<file path="src/hdl/psf_pkg.sv">
// Package for the particle swarm potential fit block.
// Holds shared types, codes and default constants; depends on nothing.
package psf_pkg;

  localparam int NODES_DEFAULT     = 7;
  localparam int PARTICLES_DEFAULT = 128;
  localparam int GAIN_W            = 18;

  localparam logic [GAIN_W-1:0] INERTIA_RESET  = 18'd45875;
  localparam logic [GAIN_W-1:0] PERSONAL_RESET = 18'd91750;
  localparam logic [GAIN_W-1:0] GROUP_RESET    = 18'd91750;

  localparam logic [1:0] REG_INERTIA  = 2'd0;
  localparam logic [1:0] REG_PERSONAL = 2'd1;
  localparam logic [1:0] REG_GROUP    = 2'd2;

  localparam logic [1:0] MODE_LOAD   = 2'd0;
  localparam logic [1:0] MODE_STEP   = 2'd1;
  localparam logic [1:0] MODE_TARGET = 2'd2;

  // Classified command handed from the front part to the back part.
  typedef enum logic [2:0] {
    CMD_NONE,
    CMD_LOAD,
    CMD_LOAD_LAST,
    CMD_STEP,
    CMD_TARGET
  } cmd_t;

  typedef struct packed {
    cmd_t         cmd;
    logic [7:0]   particle;
    logic [3:0]   row;
    logic [3:0]   column;
    logic [31:0]  first_value;
    logic [31:0]  second_value;
    logic [15:0]  rand_personal;
    logic [15:0]  rand_group;
    logic         end_of_sweep;
  } work_t;

  typedef enum logic [3:0] {
    ST_IDLE,
    ST_LOAD,
    ST_GATH_RD,
    ST_GATH_WR,
    ST_VEL_RD,
    ST_VEL_MUL,
    ST_VEL_WR,
    ST_FIT_RD,
    ST_FIT_MUL,
    ST_FIT_DONE,
    ST_REPORT,
    ST_COMMIT,
    ST_EMIT,
    ST_COPY
  } state_t;

endpackage

</file>
<file path="src/hdl/psf_front.sv">
// Front part: accepts requests, range-checks and classifies them, queues them.
// Depends on psf_pkg.
module psf_front
  import psf_pkg::*;
#(
  parameter int NODES     = NODES_DEFAULT,
  parameter int PARTICLES = PARTICLES_DEFAULT
) (
  input  logic        clk,
  input  logic        rst,
  input  logic        in_valid,
  output logic        in_ready,
  input  logic [1:0]  mode,
  input  logic [7:0]  particle,
  input  logic [3:0]  row,
  input  logic [3:0]  column,
  input  logic [31:0] first_value,
  input  logic [31:0] second_value,
  input  logic [15:0] rand_personal,
  input  logic [15:0] rand_group,
  input  logic        end_of_sweep,
  output logic        work_valid,
  input  logic        work_ready,
  output work_t       work
);

  localparam int DEPTH = 2;

  work_t      queue [DEPTH];
  logic       wr_ptr;
  logic       rd_ptr;
  logic [1:0] count;
  work_t      incoming;
  logic       push;
  logic       pop;
  logic       p_ok;
  logic       row_ok;
  logic       col_ok;

  // Range checks decide whether the request does any work of its own.
  assign p_ok   = {1'b0, particle} < 9'(PARTICLES);
  assign row_ok = {1'b0, row} < 5'(NODES);
  assign col_ok = {1'b0, column} < 5'(NODES);

  // Classify the request into a back-end command.
  always_comb begin
    incoming.particle      = particle;
    incoming.row           = row;
    incoming.column        = column;
    incoming.first_value   = first_value;
    incoming.second_value  = second_value;
    incoming.rand_personal = rand_personal;
    incoming.rand_group    = rand_group;
    incoming.end_of_sweep  = end_of_sweep;
    incoming.cmd           = CMD_NONE;
    case (mode)
      MODE_LOAD: begin
        if (p_ok && row_ok) begin
          incoming.cmd = ({1'b0, row} == 5'(NODES - 1)) ? CMD_LOAD_LAST : CMD_LOAD;
        end
      end
      MODE_STEP: begin
        if (p_ok) incoming.cmd = CMD_STEP;
      end
      MODE_TARGET: begin
        if (row_ok && col_ok) incoming.cmd = CMD_TARGET;
      end
      default: incoming.cmd = CMD_NONE;
    endcase
  end

  assign in_ready   = count != 2'(DEPTH);
  assign push       = in_valid && in_ready;
  assign work_valid = count != 2'd0;
  assign pop        = work_valid && work_ready;
  assign work       = queue[rd_ptr];

  // Short queue between the two parts.
  always_ff @(posedge clk) begin
    if (push) queue[wr_ptr] <= incoming;
    if (rst) begin
      wr_ptr <= 1'b0;
      rd_ptr <= 1'b0;
      count  <= 2'd0;
    end else begin
      if (push) wr_ptr <= ~wr_ptr;
      if (pop) rd_ptr <= ~rd_ptr;
      count <= count + 2'(push) - 2'(pop);
    end
  end

endmodule

</file>
<file path="config.mk">
export PLATFORM = sky130hd
export DESIGN_NAME = psf_front
export DESIGN_NICKNAME = d
export VERILOG_FILES = /design/src/hdl/psf_pkg.sv /design/src/hdl/psf_front.sv
export SDC_FILE = /design/constraint.sdc
export NUM_CORES = 1
export LEC_CHECK = 0
export ABC_AREA = 1
export BUFFER_PORTS_ARGS = -buffer_cell sky130_fd_sc_hd__buf_2
export CAP_MARGIN = 20
export CORE_AREA = 3 3 138 140
export DETAILED_ROUTE_END_ITERATION = 10
export DIE_AREA = 0 0 141 143
export HOLD_SLACK_MARGIN = 0.05
export PLACE_DENSITY = 0.75
export SETUP_SLACK_MARGIN = 0.2
export SLEW_MARGIN = 20
export SYNTH_ARGS = -nofsm -noshare
export SYNTH_HDL_FRONTEND = slang
export SYNTH_SLANG_ARGS = --single-unit
</file>
<file path="constraint.sdc">
create_clock -name clk -period 8.3 [get_ports clk]
set_input_delay 0.415 -clock clk [delete_from_list [all_inputs] [get_ports clk]]
set_output_delay 0.415 -clock clk [all_outputs]
set_load 0.1 [all_outputs]
</file>
==> flow_summary.ini <==
[outcome]
outcome = completed

[finish]
syn_to_final_growth_pct = 24.31
stdcell_area_mm2 = 0.01102
nFillCells = 1298
layout.nets = 794
final_layout_size_suffix_gt1_share_pct = 56.50

[sta]
final_hold_viol_count = 0
period_share_pct = 41.87
timing.fmax_mhz = 287.7
slew_headroom_pct = 34.48
max_slew.worst_pin.slew_ns = 0.9828
clock_skew_ns = 0.009893
slew_viol_final = 0
rsz0062_at_grt = no
period_minus_slack_ns = 3.475
fin_tns_setup_ns = 0
setup_viol = 0

[synth]
synth.most_common_cell = edfxtp_1
yosysWarnings = 0
synth.largest_area_cell = edfxtp_1
ys_seq_area_share_pct = 79.73
syn_area_per_cell_um2 = 21.15
netlist_instances = 419
ys_top_cells_by_count = edfxtp_1, mux2_2, mux2_4, inv_1, nand2_1
synth_edf_count = 232
synth-async-reset-ratio_pct = 0
syn-num-nets = 540
yosysTopAreaCellShare_pct = 78.60
ys_types = 16
synth_area_mm2 = 0.008864
synthTopCellsByArea = edfxtp_1, mux2_2, mux2_4, dfxtp_1, buf_6
ys_ff_latch = 237
ys.flop_type = edfxtp_1

[grt]
grt_pass1_vias = 5013
grt_antenna_before_repair = 1
overflow = 0
grt_pass1_wl_mm = 25.40
gr-usage-all-layers_pct = 15.89
grt_max_degree = 74

[floorplan]
dieHeight_um = 143
coreArea_mm2 = 0.01796
start_util_pct = 49.34
ios = 237
dieWidth_um = 141
dieArea_mm2 = 0.02016
rows = 49

[setup_path]
worstPathArrival_ns = 3.06
critPathLaunchType = register
path_max_fanout = 70
required_ns = 7.89
crit_path_end_kind = primary output
critical_path_class = reg2out

[clock_tree]
root_buffer = clkbuf_16
clk_path_buf_depth = 3
clock_latency_ns = 0.51
cts_inserted_buffers = 25
htree_levels = 1
post_cts_buffers = 0
clkTransAtPathRegs_ns = 0.06
cts_tree = built
cts_hold_buf = 0
postCtsResizedCells = 0
numClockSinks = 237

[detailed_routing]
drtIter0Drc = 178
ant_nets = 0
drc = 0
wire_per_inst_um = 18.05
routed_via_density = 5.012
dr.pass1.iters = 4
wl_mm = 16.64
vias = 4621

[placed_design]
detailed_place_hpwl_mm = 11.09
place_area_mm2 = 0.01027
port_buffers = 236
globalplace.congestion = 0.7601

[worst_hold_path]
min_path_type = in2reg

[run]
drv_cap = 0
==> critical path, stage by stage, from the launching register on <==
cell and delay (ns):
dfxtp_4 0.87, buf_4 0.86, mux2_2 0.33, buf_2 0.43
==> worst paths after layout <==
check	start	end	slack, ns	cells past startpoint
setup / recovery	register	work[68]	4.82	3
hold / removal	rst	count[0]$_SDFF_PP0_	0.08	2
setup reg to reg	count[0]$_SDFF_PP0_	queue[1][73]$_DFFE_PP_	5.83	5
hold reg to reg	rd_ptr$_SDFFE_PP0P_	rd_ptr$_SDFFE_PP0P_	0.52	2
==> registers in the layout, indices dropped and copies added (netlist names), named ones only <==
register  flops
queue       232
count         2
rd_ptr        1
wr_ptr        1
==> area by class of cell <==
cell class	instances	area, um^2	area share (%)
Antenna cell	1	2.502	0.02271
Clock buffer	39	698.2	6.337
Clock inverter	7	45.04	0.4088
Inverter	14	55.05	0.4997
Multi-Input combinational cell	155	1649	14.97
Sequential cell	237	7071	64.17
Tap cell	229	286.5	2.600
Timing Repair Buffer	240	1211	10.99
==> metal layers <==
layer | track usage (%) | vias to the layer above | share of wire [%]
met5 | 0 | - | 0.078
met4 | 4.386 | 2 | 1.9
met3 | 4.856 | 36 | 9.1
met2 | 27.90 | 190 | 50
met1 | 19.22 | 2252 | 39
li1 | - | 2141 | -
==> stage by stage <==
step	instances	setup slack, ns	hold WS (ns)	util, %
after floorplan	419	1.592	0.4512	-
after global placement	875	5.335	0.4653	57.18
after CTS	921	4.743	0.06516	61.32
final	922	4.825	0.08140	61.34
after detailed placement	875	5.281	0.5099	57.18
after global routing	921	4.628	0.06834	61.32
==> placed cells by master (no fill, tap or decap) <==
cell / count
and3_1: 1
buf_2: 236
inv_6: 1
mux2_2: 76
ha_1: 2
clkbuf_16: 25
nor2_4: 1
a21oi_1: 3
clkinv_2: 2
inv_4: 1
o21ai_0: 1
inv_8: 1
dfxtp_4: 1
nor2_1: 9
clkbuf_1: 12
clkinv_1: 2
clkbuf_8: 2
nor3_1: 1
buf_4: 4
nand2_1: 13
mux2_4: 40
edfxtp_1: 232
clkinvlp_4: 1
diode_2: 1
nand3_1: 7
inv_1: 13
dfxtp_1: 4
o21a_1: 1
==> logic make-up (layout without fill, tap and decap cells) <==
group | count (synthesis) | count (layout) | share of synthesized area [%]
flops | 237 | 237 | 79.73
mux | 116 | 116 | 16.43
simple gates | 32 | 32 | 1.496
buf+inv | 27 | 300 | 1.750
compound gates | 5 | 5 | 0.3105
fa+ha+maj | 2 | 2 | 0.2823
other cells | 0 | 1 | 0
Power is not shown: default switching activity piles up to over one toggle a cycle in this logic, so the estimate is an artifact.
